--- src/rtl/core/dhvr_pkg.sv ---
// Types and constants of the dual high-voltage regulator
package dhvr_pkg;
    localparam int unsigned FULL_SCALE_VOLTS = 10830;
    localparam int unsigned KILL_LEVEL       = 50;
    localparam int unsigned TRIP_VOLTS       = 6000;
    localparam int unsigned DRAIN_VOLTS      = 80;
    localparam int unsigned DRAIN_DUTY       = 1000;
    localparam int unsigned SCHED_VOLTS      = 2000;
    localparam int unsigned ZERO_BAND_VOLTS  = 200;
    localparam int unsigned Q_OUT_SCALE      = 44741;
    localparam int unsigned Q_LO_POLE        = 47835;
    localparam int unsigned Q_LO_ZERO        = 30212;
    localparam int unsigned Q_HI_POLE        = 47795;
    localparam int unsigned Q_HI_ZERO        = 5088;

    // Drive saturation; duty fields are sized for it
    localparam int DRIVE_LIMIT = 1024;

    localparam int unsigned VOLT_W = 14;
    localparam int unsigned DUTY_W = 11;
    localparam int unsigned ERR_W  = 15;
    localparam int unsigned REG_W  = 14;

    localparam logic [1:0] REG_REF_ONE = 2'd0;
    localparam logic [1:0] REG_REF_TWO = 2'd1;
    localparam logic [1:0] REG_HALT    = 2'd2;

    // Controller to datapath
    typedef struct packed {
        logic load;      // latch the request, update lamp and trip
        logic ch_start;  // begin control of channel sel
        logic mul_step;  // advance one multiply step
        logic ch_done;   // write back channel results
        logic ch_sel;
        logic [1:0] step;
    } t_cmd;
endpackage

--- src/rtl/core/dual_hv_lag_voltage_regulator_core.sv ---
// Top level of the two-channel high-voltage lag regulator
// Sequence: RAM read after request accept, then per channel one setup, four
//   multiply steps and one write-back, then the result is offered at the output.
// Throughput: a new request is accepted only when the previous result is taken,
//   as the shared 4-bit digit output-scale multiplier serves both channels.
// Reset: synchronous active low; clears history, trip, window sums, halt=1.
module dual_hv_lag_voltage_regulator_core import dhvr_pkg::*; #(
    parameter int AVG_TAPS    = 10,
    parameter int ADC_BITS    = 12
) (
    input  logic i_clk,
    input  logic i_rst_n,
    input  logic s_axis_tvalid,
    output logic s_axis_tready,
    // kill_sample, volt_sample_one, volt_sample_two (low to high)
    input  logic [((3*ADC_BITS+7)/8)*8-1:0] s_axis_tdata,
    output logic m_axis_tvalid,
    input  logic m_axis_tready,
    // charge_one, drain_one, charge_two, drain_two, avg_volt_one, avg_volt_two,
    // supply_on_lamp, trip_flag, sat_one (low to high), zero padded
    output logic [79:0] m_axis_tdata,
    input  logic        i_cfg_we,
    input  logic [1:0]  i_cfg_index,
    input  logic [REG_W-1:0] i_cfg_data
);
    t_cmd cmd;
    logic [REG_W-1:0] r_ref_one, r_ref_two;
    logic r_halt;
    logic [DUTY_W-1:0] c1, d1, c2, d2;
    logic [VOLT_W-1:0] a1, a2;
    logic lamp, trip, sat;

    // Hold configuration registers; ignore indexes past halt
    always_ff @(posedge i_clk) begin
        if (!i_rst_n) begin
            r_ref_one <= '0;
            r_ref_two <= '0;
            r_halt    <= 1'b1;
        end else if (i_cfg_we) begin
            case (i_cfg_index)
                REG_REF_ONE: r_ref_one <= i_cfg_data;
                REG_REF_TWO: r_ref_two <= i_cfg_data;
                REG_HALT:    r_halt    <= i_cfg_data[0];
                default:     ;
            endcase
        end
    end

    dhvr_ctrl u_ctrl (
        .i_clk(i_clk), .i_rst_n(i_rst_n),
        .i_in_valid(s_axis_tvalid), .o_in_ready(s_axis_tready),
        .o_out_valid(m_axis_tvalid), .i_out_ready(m_axis_tready),
        .o_cmd(cmd));

    dhvr_datapath #(.AVG_TAPS(AVG_TAPS), .ADC_BITS(ADC_BITS)) u_dp (
        .i_clk(i_clk), .i_rst_n(i_rst_n), .i_cmd(cmd),
        .i_kill(s_axis_tdata[ADC_BITS-1:0]),
        .i_raw_one(s_axis_tdata[2*ADC_BITS-1:ADC_BITS]),
        .i_raw_two(s_axis_tdata[3*ADC_BITS-1:2*ADC_BITS]),
        .i_ref_one(r_ref_one), .i_ref_two(r_ref_two), .i_halt(r_halt),
        .o_charge_one(c1), .o_drain_one(d1), .o_charge_two(c2), .o_drain_two(d2),
        .o_avg_one(a1), .o_avg_two(a2), .o_lamp(lamp), .o_trip(trip),
        .o_sat_one(sat));

    assign m_axis_tdata = {5'd0, sat, trip, lamp, a2, a1, d2, c2, d1, c1};
endmodule

--- src/rtl/core/dhvr_ram.sv ---
// Generic single-port RAM with registered read
module dhvr_ram #(
    parameter int WIDTH = 8,
    parameter int DEPTH = 16
) (
    input  logic                     i_clk,
    input  logic                     i_we,
    input  logic [$clog2(DEPTH)-1:0] i_addr,
    input  logic [WIDTH-1:0]         i_wdata,
    output logic [WIDTH-1:0]         o_rdata
);
    logic [WIDTH-1:0] r_mem [DEPTH];

    always_ff @(posedge i_clk) begin
        if (i_we) begin
            r_mem[i_addr] <= i_wdata;
        end
        o_rdata <= r_mem[i_addr];
    end
endmodule

--- src/rtl/core/dhvr_ctrl.sv ---
// Sequencer of the regulator: request handshake and step schedule
module dhvr_ctrl import dhvr_pkg::*; (
    input  logic i_clk,
    input  logic i_rst_n,
    input  logic i_in_valid,
    output logic o_in_ready,
    output logic o_out_valid,
    input  logic i_out_ready,
    output t_cmd o_cmd
);
    typedef enum logic [2:0] {
        S_IDLE, S_READ, S_START, S_MUL, S_DONE, S_OUT
    } t_state;

    t_state     r_state;
    logic       r_ch;
    logic [1:0] r_step;
    logic       r_out_valid;

    assign o_in_ready  = (r_state == S_IDLE) || (r_state == S_OUT && i_out_ready);
    assign o_out_valid = r_out_valid;

    always_comb begin
        o_cmd          = '0;
        o_cmd.ch_sel   = r_ch;
        o_cmd.step     = r_step;
        o_cmd.load     = o_in_ready && i_in_valid;
        o_cmd.ch_start = (r_state == S_START);
        o_cmd.mul_step = (r_state == S_MUL);
        o_cmd.ch_done  = (r_state == S_DONE);
    end

    always_ff @(posedge i_clk) begin
        if (!i_rst_n) begin
            r_state     <= S_IDLE;
            r_ch        <= 1'b0;
            r_step      <= '0;
            r_out_valid <= 1'b0;
        end else begin
            case (r_state)
                S_IDLE, S_OUT: begin
                    if (r_state == S_OUT && i_out_ready) begin
                        r_out_valid <= 1'b0;
                        r_state     <= S_IDLE;
                    end
                    if (o_in_ready && i_in_valid) begin
                        r_state <= S_READ;
                        r_ch    <= 1'b0;
                    end
                end
                S_READ: r_state <= S_START;
                S_START: begin
                    r_step  <= '0;
                    r_state <= S_MUL;
                end
                S_MUL: begin
                    r_step <= r_step + 2'd1;
                    if (r_step == 2'd3) begin
                        r_state <= S_DONE;
                    end
                end
                S_DONE: begin
                    if (r_ch) begin
                        r_state     <= S_OUT;
                        r_out_valid <= 1'b1;
                    end else begin
                        r_ch    <= 1'b1;
                        r_state <= S_START;
                    end
                end
                default: r_state <= S_IDLE;
            endcase
        end
    end
endmodule

--- src/rtl/core/dhvr_datapath.sv ---
// Datapath: scaling, moving averages, trip and shared lag-controller multiplier
module dhvr_datapath import dhvr_pkg::*; #(
    parameter int AVG_TAPS    = 10,
    parameter int ADC_BITS    = 12
) (
    input  logic                i_clk,
    input  logic                i_rst_n,
    input  t_cmd                i_cmd,
    input  logic [ADC_BITS-1:0] i_kill,
    input  logic [ADC_BITS-1:0] i_raw_one,
    input  logic [ADC_BITS-1:0] i_raw_two,
    input  logic [REG_W-1:0]    i_ref_one,
    input  logic [REG_W-1:0]    i_ref_two,
    input  logic                i_halt,
    output logic [DUTY_W-1:0]   o_charge_one,
    output logic [DUTY_W-1:0]   o_drain_one,
    output logic [DUTY_W-1:0]   o_charge_two,
    output logic [DUTY_W-1:0]   o_drain_two,
    output logic [VOLT_W-1:0]   o_avg_one,
    output logic [VOLT_W-1:0]   o_avg_two,
    output logic                o_lamp,
    output logic                o_trip,
    output logic                o_sat_one
);
    localparam int POS_W = (AVG_TAPS > 1) ? $clog2(AVG_TAPS) : 1;
    localparam int SUM_W = VOLT_W + POS_W + 1;
    localparam int DRV_W = $clog2(DRIVE_LIMIT) + 2;
    localparam int ACC_W = 48;
    localparam int PRD_W = 72;
    localparam int HALF  = AVG_TAPS / 2;
    // Reciprocal of the tap count: exact floor division for any window sum
    localparam int RCP_K = SUM_W + POS_W;
    localparam longint unsigned RCP_M = (64'd1 << RCP_K) / 64'(AVG_TAPS) + 64'd1;

    logic [POS_W-1:0]  r_pos;
    logic [VOLT_W-1:0] r_volts [2];
    logic [SUM_W-1:0]  r_sum [2];
    logic              r_lamp;
    logic              r_trip;
    logic              r_run;
    logic signed [ERR_W-1:0] r_perr [2];
    logic signed [DRV_W-1:0] r_pdrv [2];
    logic              r_wind [2];
    logic signed [ERR_W-1:0] r_err;
    logic signed [ACC_W-1:0] r_acc;
    logic signed [PRD_W-1:0] r_prod;
    logic [DUTY_W-1:0] r_charge [2];
    logic [DUTY_W-1:0] r_drain [2];
    logic [VOLT_W-1:0] r_avg [2];
    logic [VOLT_W-1:0] old_one, old_two;
    logic [VOLT_W-1:0] n_volts [2];
    logic [VOLT_W-1:0] n_avg [2];

    // Scale raw counts to volts, truncated
    always_comb begin
        n_volts[0] = VOLT_W'((32'(i_raw_one) * FULL_SCALE_VOLTS) >> ADC_BITS);
        n_volts[1] = VOLT_W'((32'(i_raw_two) * FULL_SCALE_VOLTS) >> ADC_BITS);
    end

    dhvr_ram #(.WIDTH(VOLT_W), .DEPTH(AVG_TAPS)) u_win_one (
        .i_clk(i_clk), .i_we(i_cmd.ch_start && !i_cmd.ch_sel), .i_addr(r_pos),
        .i_wdata(r_volts[0]), .o_rdata(old_one));
    dhvr_ram #(.WIDTH(VOLT_W), .DEPTH(AVG_TAPS)) u_win_two (
        .i_clk(i_clk), .i_we(i_cmd.ch_start && !i_cmd.ch_sel), .i_addr(r_pos),
        .i_wdata(r_volts[1]), .o_rdata(old_two));

    // Window RAM holds garbage after reset; a fill mark replaces unwritten taps with zero
    logic [AVG_TAPS-1:0] r_fill;

    // Channel control step values
    logic              sel;
    logic [VOLT_W-1:0] v;
    logic [REG_W-1:0]  rf;
    logic              zband;
    logic signed [ERR_W-1:0] e_use, pe_use;
    logic signed [DRV_W-1:0] pd_use;
    logic              hi;
    logic signed [ACC_W-1:0] acc_calc;
    logic signed [PRD_W-1:0] mul_b;
    logic signed [DRV_W+1:0] drv;
    logic              over;
    logic signed [DRV_W-1:0] clamp;
    logic [SUM_W-1:0]  nsum0, nsum1;

    assign sel = i_cmd.ch_sel;
    assign v   = r_volts[sel];
    assign rf  = sel ? i_ref_two : i_ref_one;
    assign hi  = v >= VOLT_W'(SCHED_VOLTS);

    always_comb begin
        zband  = (rf == '0) && (v < VOLT_W'(ZERO_BAND_VOLTS));
        e_use  = ERR_W'($signed({1'b0, rf}) - $signed({1'b0, v}));
        pe_use = r_perr[sel];
        pd_use = r_pdrv[sel];
        if (zband) begin
            e_use  = '0;
            pe_use = '0;
            pd_use = '0;
        end
        if (r_wind[sel]) begin
            e_use  = '0;
            pe_use = '0;
        end
        acc_calc = hi
            ? (ACC_W'(pd_use) * ACC_W'(Q_HI_POLE) + (ACC_W'(e_use) <<< 16)
               + ACC_W'(pe_use) * ACC_W'(Q_HI_ZERO))
            : (ACC_W'(pd_use) * ACC_W'(Q_LO_POLE) + (ACC_W'(e_use) <<< 16)
               - ACC_W'(pe_use) * ACC_W'(Q_LO_ZERO));
    end

    // Output scale multiply done by four 4-bit digits of the constant over four steps
    always_comb begin
        mul_b = PRD_W'(r_acc) * PRD_W'(signed'({1'b0,
                 4'(Q_OUT_SCALE >> (4 * (3 - 32'(i_cmd.step)))) }));
    end

    always_comb begin
        logic [PRD_W-1:0] mag;
        mag = r_prod[PRD_W-1] ? PRD_W'(-r_prod) : PRD_W'(r_prod);
        drv = (DRV_W+2)'((mag >> 32) > PRD_W'(DRIVE_LIMIT) ?
              PRD_W'(DRIVE_LIMIT + 1) : (mag >> 32));
        if (r_prod[PRD_W-1]) drv = -drv;
        over  = (drv > (DRV_W+2)'(DRIVE_LIMIT)) || (drv < -(DRV_W+2)'(DRIVE_LIMIT));
        clamp = (drv > (DRV_W+2)'(DRIVE_LIMIT)) ? DRV_W'(DRIVE_LIMIT) :
                (drv < -(DRV_W+2)'(DRIVE_LIMIT)) ? -DRV_W'(DRIVE_LIMIT) : DRV_W'(drv);
        nsum0 = r_sum[0] - (r_fill[r_pos] ? SUM_W'(old_one) : '0) + SUM_W'(r_volts[0]);
        nsum1 = r_sum[1] - (r_fill[r_pos] ? SUM_W'(old_two) : '0) + SUM_W'(r_volts[1]);
        // Rounded average from the registered sums
        n_avg[0] = VOLT_W'((64'(r_sum[0] + SUM_W'(HALF)) * RCP_M) >> RCP_K);
        n_avg[1] = VOLT_W'((64'(r_sum[1] + SUM_W'(HALF)) * RCP_M) >> RCP_K);
    end

    always_ff @(posedge i_clk) begin
        if (!i_rst_n) begin
            r_pos  <= '0;
            r_fill <= '0;
            r_trip <= 1'b0;
            for (int c = 0; c < 2; c++) begin
                r_sum[c]  <= '0;
                r_perr[c] <= '0;
                r_pdrv[c] <= '0;
                r_wind[c] <= 1'b0;
            end
        end else begin
            if (i_cmd.load) begin
                r_volts <= n_volts;
                r_lamp  <= i_kill <= ADC_BITS'(KILL_LEVEL);
                if (n_volts[0] > VOLT_W'(TRIP_VOLTS) || n_volts[1] > VOLT_W'(TRIP_VOLTS))
                    r_trip <= 1'b1;
            end
            if (i_cmd.ch_start && !sel) begin
                // RAM read data valid now; fold the new sample in
                r_sum[0] <= nsum0;
                r_sum[1] <= nsum1;
                r_fill[r_pos] <= 1'b1;
                r_pos <= (32'(r_pos) + 1 >= AVG_TAPS) ? '0 : r_pos + POS_W'(1);
                r_run <= !i_halt && !r_trip;
            end
            if (i_cmd.ch_start) begin
                r_acc  <= acc_calc;
                r_err  <= e_use;
                r_prod <= '0;
            end
            if (i_cmd.mul_step) begin
                r_prod <= (r_prod <<< 4) + mul_b;
            end
            if (i_cmd.ch_done && !sel) begin
                r_avg <= n_avg;
            end
            if (i_cmd.ch_done) begin
                if (r_run) begin
                    r_wind[sel] <= over && ((r_err < 0) == (drv < 0));
                    r_perr[sel] <= r_err;
                    r_pdrv[sel] <= clamp;
                    r_charge[sel] <= (clamp > 0) ? DUTY_W'(clamp) : '0;
                    r_drain[sel]  <= (clamp > 0) ? '0 : DUTY_W'(-clamp);
                end else begin
                    r_perr[sel]   <= '0;
                    r_pdrv[sel]   <= '0;
                    r_charge[sel] <= '0;
                    r_drain[sel]  <= (v > VOLT_W'(DRAIN_VOLTS)) ? DUTY_W'(DRAIN_DUTY) : '0;
                end
            end
        end
    end

    assign o_charge_one = r_charge[0];
    assign o_drain_one  = r_drain[0];
    assign o_charge_two = r_charge[1];
    assign o_drain_two  = r_drain[1];
    assign o_avg_one    = r_avg[0];
    assign o_avg_two    = r_avg[1];
    assign o_lamp       = r_lamp;
    assign o_trip       = r_trip;
    assign o_sat_one    = r_wind[0];
endmodule

--- config.mk ---
export PLATFORM = sky130hd
export DESIGN_NAME = dual_hv_lag_voltage_regulator_core
export DESIGN_NICKNAME = d
export VERILOG_FILES = /design/src/rtl/core/dhvr_pkg.sv /design/src/rtl/core/dual_hv_lag_voltage_regulator_core.sv /design/src/rtl/core/dhvr_ram.sv /design/src/rtl/core/dhvr_ctrl.sv /design/src/rtl/core/dhvr_datapath.sv
export SDC_FILE = /design/constraint.sdc
export NUM_CORES = 2
export LEC_CHECK = 0
export BUFFER_PORTS_ARGS = -buffer_cell sky130_fd_sc_hd__buf_4
export CAP_MARGIN = 30
export CORE_UTILIZATION = 59
export DETAILED_ROUTE_END_ITERATION = 8
export MAX_ROUTING_LAYER = met4
export PLACE_DENSITY = 0.76
export SYNTH_ARGS = -nofsm -noshare
export SYNTH_HDL_FRONTEND = slang
export SYNTH_SLANG_ARGS = --single-unit
--- constraint.sdc ---
create_clock -name i_clk -period 14 [get_ports i_clk]
set_input_delay 2.1 -clock i_clk [delete_from_list [all_inputs] [get_ports i_clk]]
set_output_delay 2.1 -clock i_clk [all_outputs]
set_load 0.1 [all_outputs]
==> Word level (Yosys, flattened, before mapping) <==
Memory sizes are Yosys's and may differ from the RTL's. A register that Yosys moved wholly into a read port is not among the register bits.
Index checks and enable logic that the tools add are counted.
{ "word_totals": {"mem_count": 8, "reg_bits": 244, "input_bits": 61, "output_inout_bits": 82, "elab_cells": 201, "mem_bits_rw": 418, "romBits": 0, "latchBits": 0} }
{ "memory_table": {"columns": ["name", "words", "word_bits", "rd", "rd_clocked_by_memory_dff", "write_ports", "line_no", "text"], "rows": [
  ["u_dp.u_win_one.r_mem", 10, 14, 1, 1, 1, "dhvr_ram.sv:12", "logic [WIDTH-1:0] r_mem [DEPTH];"],
  ["u_dp.u_win_two.r_mem", 10, 14, 1, 1, 1, "dhvr_ram.sv:12", null],
  ["u_dp.r_sum", 2, 19, 2, 0, 2, "dhvr_datapath.sv:37", "logic [SUM_W-1:0] r_sum [2];"],
  ["u_dp.r_perr", 2, 15, 1, 1, 2, "dhvr_datapath.sv:41", "logic signed [ERR_W-1:0] r_perr [2];"],
  ["u_dp.r_pdrv", 2, 12, 1, 1, 2, "dhvr_datapath.sv:42", "logic signed [DRV_W-1:0] r_pdrv [2];"],
  ["u_dp.r_charge", 2, 11, 2, 0, 1, "dhvr_datapath.sv:47", "logic [DUTY_W-1:0] r_charge [2];"],
  ["+2 memories", null, null, null, null, null, null, null]
]} }
{ "op_classes": {"reduce_logical": 35, "n_bitwise": 8, "mux": 72, "add_sub_neg": 19, "order_cmp": 16, "n_div": 0, "n_mul": 9, "eq_ne": 14, "shifts": 1} }
{ "ops": {"columns": ["op", "n"], "rows": [
  ["$mux 72", 3],
  ["$add 48x48->48", 3],
  ["$mul 64x20->37 const B", 2],
  ["$mux 14", 8],
  ["$mux 15", 6],
  ["$add 72x72->72", 1],
  ["$neg 72->72", 1],
  ["$mux 12", 5],
  ["$mul 12x17->29 const B", 2],
  ["$mul 48x5->53", 1],
  ["$mul 12x13->25 const B", 2],
  ["$mul 48x13->46 const B", 1],
  ["$mul 48x8->43 const B", 1],
  ["$mux 48", 1],
  ["$sub 48x48->48", 1],
  ["$mux 11", 4],
  ["$add 19x3->20 const B", 2],
  ["$gt 40x11->1 const B", 1],
  ["$add 19x14->19", 2],
  ["$mux 19", 2],
  ["$sub 19x19->19", 2],
  ["$ge 32x4->1 const B", 1],
  ["$shr 16x32->4 const A", 1],
  ["$mux 1", 31],
  ["other kinds (53)", 90]
]} }

==> Logic depth before layout (Yosys ltp) <==
{ "logic_depth": {"word_depth": 12, "mapped_depth": 53, "mapped_depth_nobuf": 49} }

==> Cells and area by module <==
A second synthesis with hierarchy kept.
{ "hier_totals": {"hier_cells": 7474, "area_unflattened_um2": 76712.3} }
{ "by_module_without_submodules": {"columns": ["mod", "cells_each", "area_per_inst_um2", "instances", "seq_area_each_um2"], "rows": [
  ["dhvr_datapath", 6735, 63599.7, 1, 10219.8],
  ["dhvr_ram", 286, 5755.5, 2, 4484.3],
  ["dual_hv_lag_voltage_regulator_core", 121, 1188.6, 1, 580.6],
  ["dhvr_ctrl", 46, 412.9, 1, 140.1]
]} }

==> Least setup slack after synthesis <==
OpenSTA, ideal clock, no wires.
{ "synth_path": {"kind": "register to register", "start": "register u_ctrl.r_ch", "end": "register u_dp.r_acc[47], data pin", "stages_incl_launch_ff": 41, "required_ns": 13.730, "setup_slack_ns": 1.151, "setup_time_ns": 0.270, "synth_period_minus_slack_ns": 12.849, "arrival_ns": 12.579, "path_buffers": 4, "cell_sequence": "dfxtp_1 clkbuf_1 clkbuf_1 clkbuf_1 mux2i_1 nor4b_1 nand2_1 nor4_1 clkbuf_1 or2_2 inv_1 fa_1 fa_1 fa_1 inv_1 fa_1 inv_1 fa_1 [5 not listed] o21ai_0 o41a_1 a21oi_1 o21ai_0 fa_1 inv_1 ha_1 a21o_1 a31oi_1 o211ai_1 a21oi_1 a2111oi_0 o31a_1 o21a_1 nor2_1 o21ai_0 xnor2_1 mux2i_1"} }
{ "synth_via": {"elab_chain_cells": 11, "word_cells_on_any_way": 24, "classes_between": "5 x add/sub; 4 x mul; 2 x order compare; 10 x mux; 1 x bitwise; 2 x reduce/logical"} }
{ "synth_rtl": {"columns": ["element", "line_no", "text"], "rows": [
  ["from (decl)", "dhvr_ctrl.sv:16", "logic r_ch;"],
  ["from (signal assigned)", "dhvr_ctrl.sv:36", "r_ch <= 1'b0;"],
  ["from (signal assigned)", "dhvr_ctrl.sv:48", "r_ch <= 1'b0;"],
  ["from (signal assigned)", "dhvr_ctrl.sv:67", "r_ch <= 1'b1;"],
  ["$not 1->2 (not written as such)", "dhvr_datapath.sv:86", "assign v = r_volts[sel];"],
  ["$mux 14 (not written as such) (3 in series)", "dhvr_datapath.sv:86", null],
  ["$lt 14x8->1", "dhvr_datapath.sv:91", "zband = (rf == '0) && (v < VOLT_W'(ZERO_BAND_VOLTS));"],
  ["$logic_and 1x1->1", "dhvr_datapath.sv:91", null],
  ["$mux 12 / $mux 15 (equally long branches)", "dhvr_datapath.sv:95", "if (zband) begin"],
  ["$mul 12x17->29 (tied with other cells)", "dhvr_datapath.sv:107", ": (ACC_W'(pd_use) * ACC_W'(Q_LO_POLE) + (ACC_W'(e_use) <<< 16)"],
  ["$add 48x48->48 (tied with other cells)", "dhvr_datapath.sv:107", null],
  ["$sub 48x48->48 / $add 48x48->48 (equally long branches)", "dhvr_datapath.sv:108, dhvr_datapath.sv:106", null],
  ["$mux 48 (*)", "dhvr_datapath.sv:105", "? (ACC_W'(pd_use) * ACC_W'(Q_HI_POLE) + (ACC_W'(e_use) <<< 16)"],
  ["net u_dp.acc_calc[47]", "dhvr_datapath.sv:78", "logic signed [ACC_W-1:0] acc_calc;"],
  ["to (signal assigned)", "dhvr_datapath.sv:160", "r_acc <= acc_calc;"],
  ["to (decl)", "dhvr_datapath.sv:45", "logic signed [ACC_W-1:0] r_acc;"]
]} }
The timed path passes the listed nets; every way through them passes the cells marked *. The select of a mux whose other input is x is not followed.
A chain may end at the register's enable or synchronous reset.

==> Worst setup path in the final report <==
Ends and elaborated chain as after synthesis.

==> run_results.csv <==
group,metric,value,unit
timing,setup_slack,900,ps
logic_synthesis,ys_ff_latch,691,
place,pre_cts_ws,894,ps
worst_setup_path,crit_family,"compound AO/OA/AOI/OAI gates",
logic_synthesis,synth_top_area_cell,"edfxtp_1",
worst_setup_path,start_kind,"register",
floorplanning,coreArea,129000,um^2
worst_setup_path,end_kind,"register",
worst_hold_path,min_to,"r_ref_one[4]$_SDFFE_PN0P_",
logic_synthesis,synth_top_family_by_area,"adder cells",
worst_setup_path,r2r_cells,44,
route,wl_per_cell,19.2,um
worst_setup_path,crit_fanout,26,
clocking,cts-root-buf,"clkbuf_16",
floorplanning,die_h,363,um
finish,layout_commonest_cell,"inv_1",
worst_hold_path,min_from,"r_ref_one[4]$_SDFFE_PN0P_",
worst_setup_path,cp_num_buf_inv,6,
global_routing,overflow,0,
clocking,cts_buffers,70,
clocking,clock_sinks,691,
clocking,ctsHoldBuffers,0,
timing,hold_viol_final,0,
route,wl,182000,um
timing,fin_crit,13100,ps
worst_setup_path,r2r_start,"u_ctrl.r_ch$_SDFFE_PN0P_",
worst_setup_path,critical_path_class,"register to register",
worst_setup_path,r2r_setup_slack,900,ps
logic_synthesis,yosys.area_share.simple,0.102,
floorplanning,start_util,0.594,
floorplanning,die_area,132000,um^2
logic_synthesis,synth_compound_area_frac,0.0994,
finish,nNetsFinal,9621,
logic_synthesis,synth.top_cell.area_share,0.238,
floorplanning,die-width,363,um
worst_setup_path,slowest_stage,"dfxtp_4",
clocking,clk_pin_slew_worst_paths,60,ps
global_routing,grt_usage,0.289,
finish,drive_above_1_share,0.0593,
route,avgViaCountPerCell,5.68,
place,hpwlAfterDp,147000,um
route,drt-pass1-iter-count,5,
global_routing,grt_pass1_wl,291000,um
worst_setup_path,cp-startpoint,"u_ctrl.r_ch$_SDFFE_PN0P_",
global_routing,antenna_found_initial,1,
timing,tns,0,ps
route,drc,0,
worst_setup_path,slowest_delay,610,ps
route,drt_iter0_drc,4053,
worst_setup_path,cp.arrival,13490,ps
clocking,clock_path_buffers,3,
worst_hold_path,hold_path_class,"register to register",
timing,timing.fmax,76.3,MHz
route,ant_nets,0,
logic_synthesis,synth_edf_count,609,
timing,rsz0062_at_grt,"false",
logic_synthesis,yosysSeqAreaShare,0.259,
logic_synthesis,synthXorXnorAreaFrac,0.0466,
clocking,cts-htree-levels,3,
timing,fin_crit_sh,0.936,
finish,final_cell_mix,"inv_1 (1522), ha_1 (1113), fa_1 (764)",
logic_synthesis,synthAdderAreaFrac,0.380,
route,vias,53900,
logic_synthesis,syn-instance-count,7561,
worst_setup_path,cp_data_required_time,14390,ps
logic_synthesis,yosys_warnings,0,
timing,setup_viol_count_final,0,
worst_setup_path,reg2reg_to,"u_dp.r_acc[47]$_DFFE_PP_",
logic_synthesis,muxShareOfSynthArea,0.0303,
timing,slew_headroom,0.276,
global_routing,grt_pass1_vias,55000,
floorplanning,boundaryPins,143,
place,gp_congestion,0.960,
logic_synthesis,ys.flop_type,"edfxtp_1",
logic_synthesis,synthArstFlopShare,0,
logic_synthesis,yosysUniqueCellTypes,87,
clocking,cts_tree,"yes",
outcome,status,"finished, final reports clean",
global_routing,grt_max_degree,73,
floorplanning,rows,132,
logic_synthesis,synth_area_leaders,"edfxtp_1 (24%), fa_1 (20%), ha_1 (18%)",
logic_synthesis,avgSynthCellArea,10.2,um^2
logic_synthesis,synth.cell_area,76900,um^2
clocking,insertion_delay,690,ps
timing,finClkSkew,42.6,ps
job,maxCapViolations,0,
timing,tightest_slew,1080,ps
worst_hold_path,holdPathStages,2,
timing,final-max-slew-violation-count,0,
finish,area_delta_synth_final,7.30,%
place,io_buffers,133,
## worst register-to-register path, delay by kind of cell, from the launching register on
family          cells  cell delay, ps
compound gates     20            5460
xor+xnor            2             410
fa+ha+maj           8            3590
buf+inv             6             730
flops               1             610
mux                 2             550
simple gates        6            1520
## through the flow
| step | std cells | area, um^2 | hold WS [ps] | utilization |
|---|---|---|---|---|
| CTS | 9481 | 82400 | 459 | 0.638 |
| detailed placement | 9352 | 80000 | 446 | 0.619 |
| global route | 9484 | 82500 | 479 | 0.638 |
| global placement | 9349 | 79900 | 441 | 0.618 |
| finish | 9485 | 82500 | 454 | 0.638 |
| floorplan | 7565 | 76900 | 433 | - |
## cell usage after synthesis (all sizes together), types with 11 or more instances
library cell	count
inv	1525
ha	1113
fa	764
edfxtp	609
nor2	419
a21oi	361
nand2	352
xnor2	287
o21ai	225
nor2b	187
a21o	144
xor2	122
and2	119
clkbuf	113
nor3	100
nand3	95
dfxtp	82
o21a	75
and3	74
a211oi	71
mux2i	66
mux4	58
nand2b	57
o21bai	44
nand4	37
a21boi	33
mux2	32
buf	31
or3	31
o31ai	30
nor4	25
o211ai	24
or2	22
a31oi	21
nor3b	14
o41ai	14
a211o	13
a31o	11
a41o	11
or4	11
## registers in the layout (all words and copies together) (netlist names), 2 cells and up, named ones only
| name | count |
|---|---|
| u_dp.r_fill | 10 |
| u_dp.u_win_two.o_rdata | 14 |
| u_dp.o_avg_one | 14 |
| u_dp.u_win_two.r_mem | 140 |
| r_ref_one | 14 |
| u_dp.r_acc | 48 |
| u_ctrl.r_step | 2 |
| u_dp.o_avg_two | 14 |
| u_dp.u_win_one.r_mem | 140 |
| u_dp.r_charge | 22 |
| u_dp.r_volts | 28 |
| u_dp.r_drain | 22 |
| u_dp.r_sum | 38 |
| u_dp.r_err | 15 |
| r_ref_two | 14 |
| u_dp.u_win_one.o_rdata | 14 |
| u_dp.r_perr | 30 |
| u_dp.r_wind | 2 |
| u_dp.r_pdrv | 24 |
| u_dp.r_pos | 4 |
| u_dp.r_prod | 72 |
| u_ctrl.r_state | 3 |
## worst max-delay path by stage
stage | cells past startpoint | endpoint | slack [ps]
6_report | 44 | u_dp.r_acc[47]$_DFFE_PP_ | 900
5_1_grt | 46 | u_dp.r_acc[47]$_DFFE_PP_ | 100
4_1_cts | 46 | u_dp.r_acc[47]$_DFFE_PP_ | 830
3_5_place_dp | 46 | u_dp.r_acc[47]$_DFFE_PP_ | 890
3_3_place_gp | 44 | u_dp.r_acc[47]$_DFFE_PP_ | 1060
2_1_floorplan | 40 | u_dp.r_acc[47]$_DFFE_PP_ | 1150
## repair_timing
item                       CTS  global route
buffers inserted             0             0
setup endpoints to repair    0             1
gates resized for setup      0             1
hold endpoints to repair     0             0
## cell families (layout without fill, tap and decap cells)
| logic type | count (synthesis) | count (layout) |
|---|---|---|
| mux | 156 | 156 |
| buf+inv | 1669 | 1844 |
| simple gates | 1576 | 1576 |
| flops | 691 | 691 |
| xor+xnor | 409 | 409 |
| fa+ha+maj | 1877 | 1877 |
| other cells | 1 | 8 |
| compound gates | 1182 | 1182 |
## cell type report
class / count / area, um^2
sequential: 691 / 19900
clock inverter: 40 / 603
inverter: 1525 / 5720
fill: 10300 / 46900
timing repair buffer: 190 / 1470
clock buffer: 89 / 1850
multi-input combinational: 5205 / 50700
tap: 1742 / 2180
antenna: 3 / 7.51
## layer usage
| layer | vias up | wire length [um] | global-route usage |
|---|---|---|---|
| li1 | 25500 | - | - |
| met1 | 26500 | 79300 | 0.383 |
| met2 | 1574 | 86800 | 0.476 |
| met3 | 260 | 11600 | 0.0339 |
| met4 | 0 | 4120 | 0.0705 |
| met5 | - | 0 | - |
Power is not shown: default switching activity piles up to over one toggle a cycle in this logic, so the estimate is an artifact.
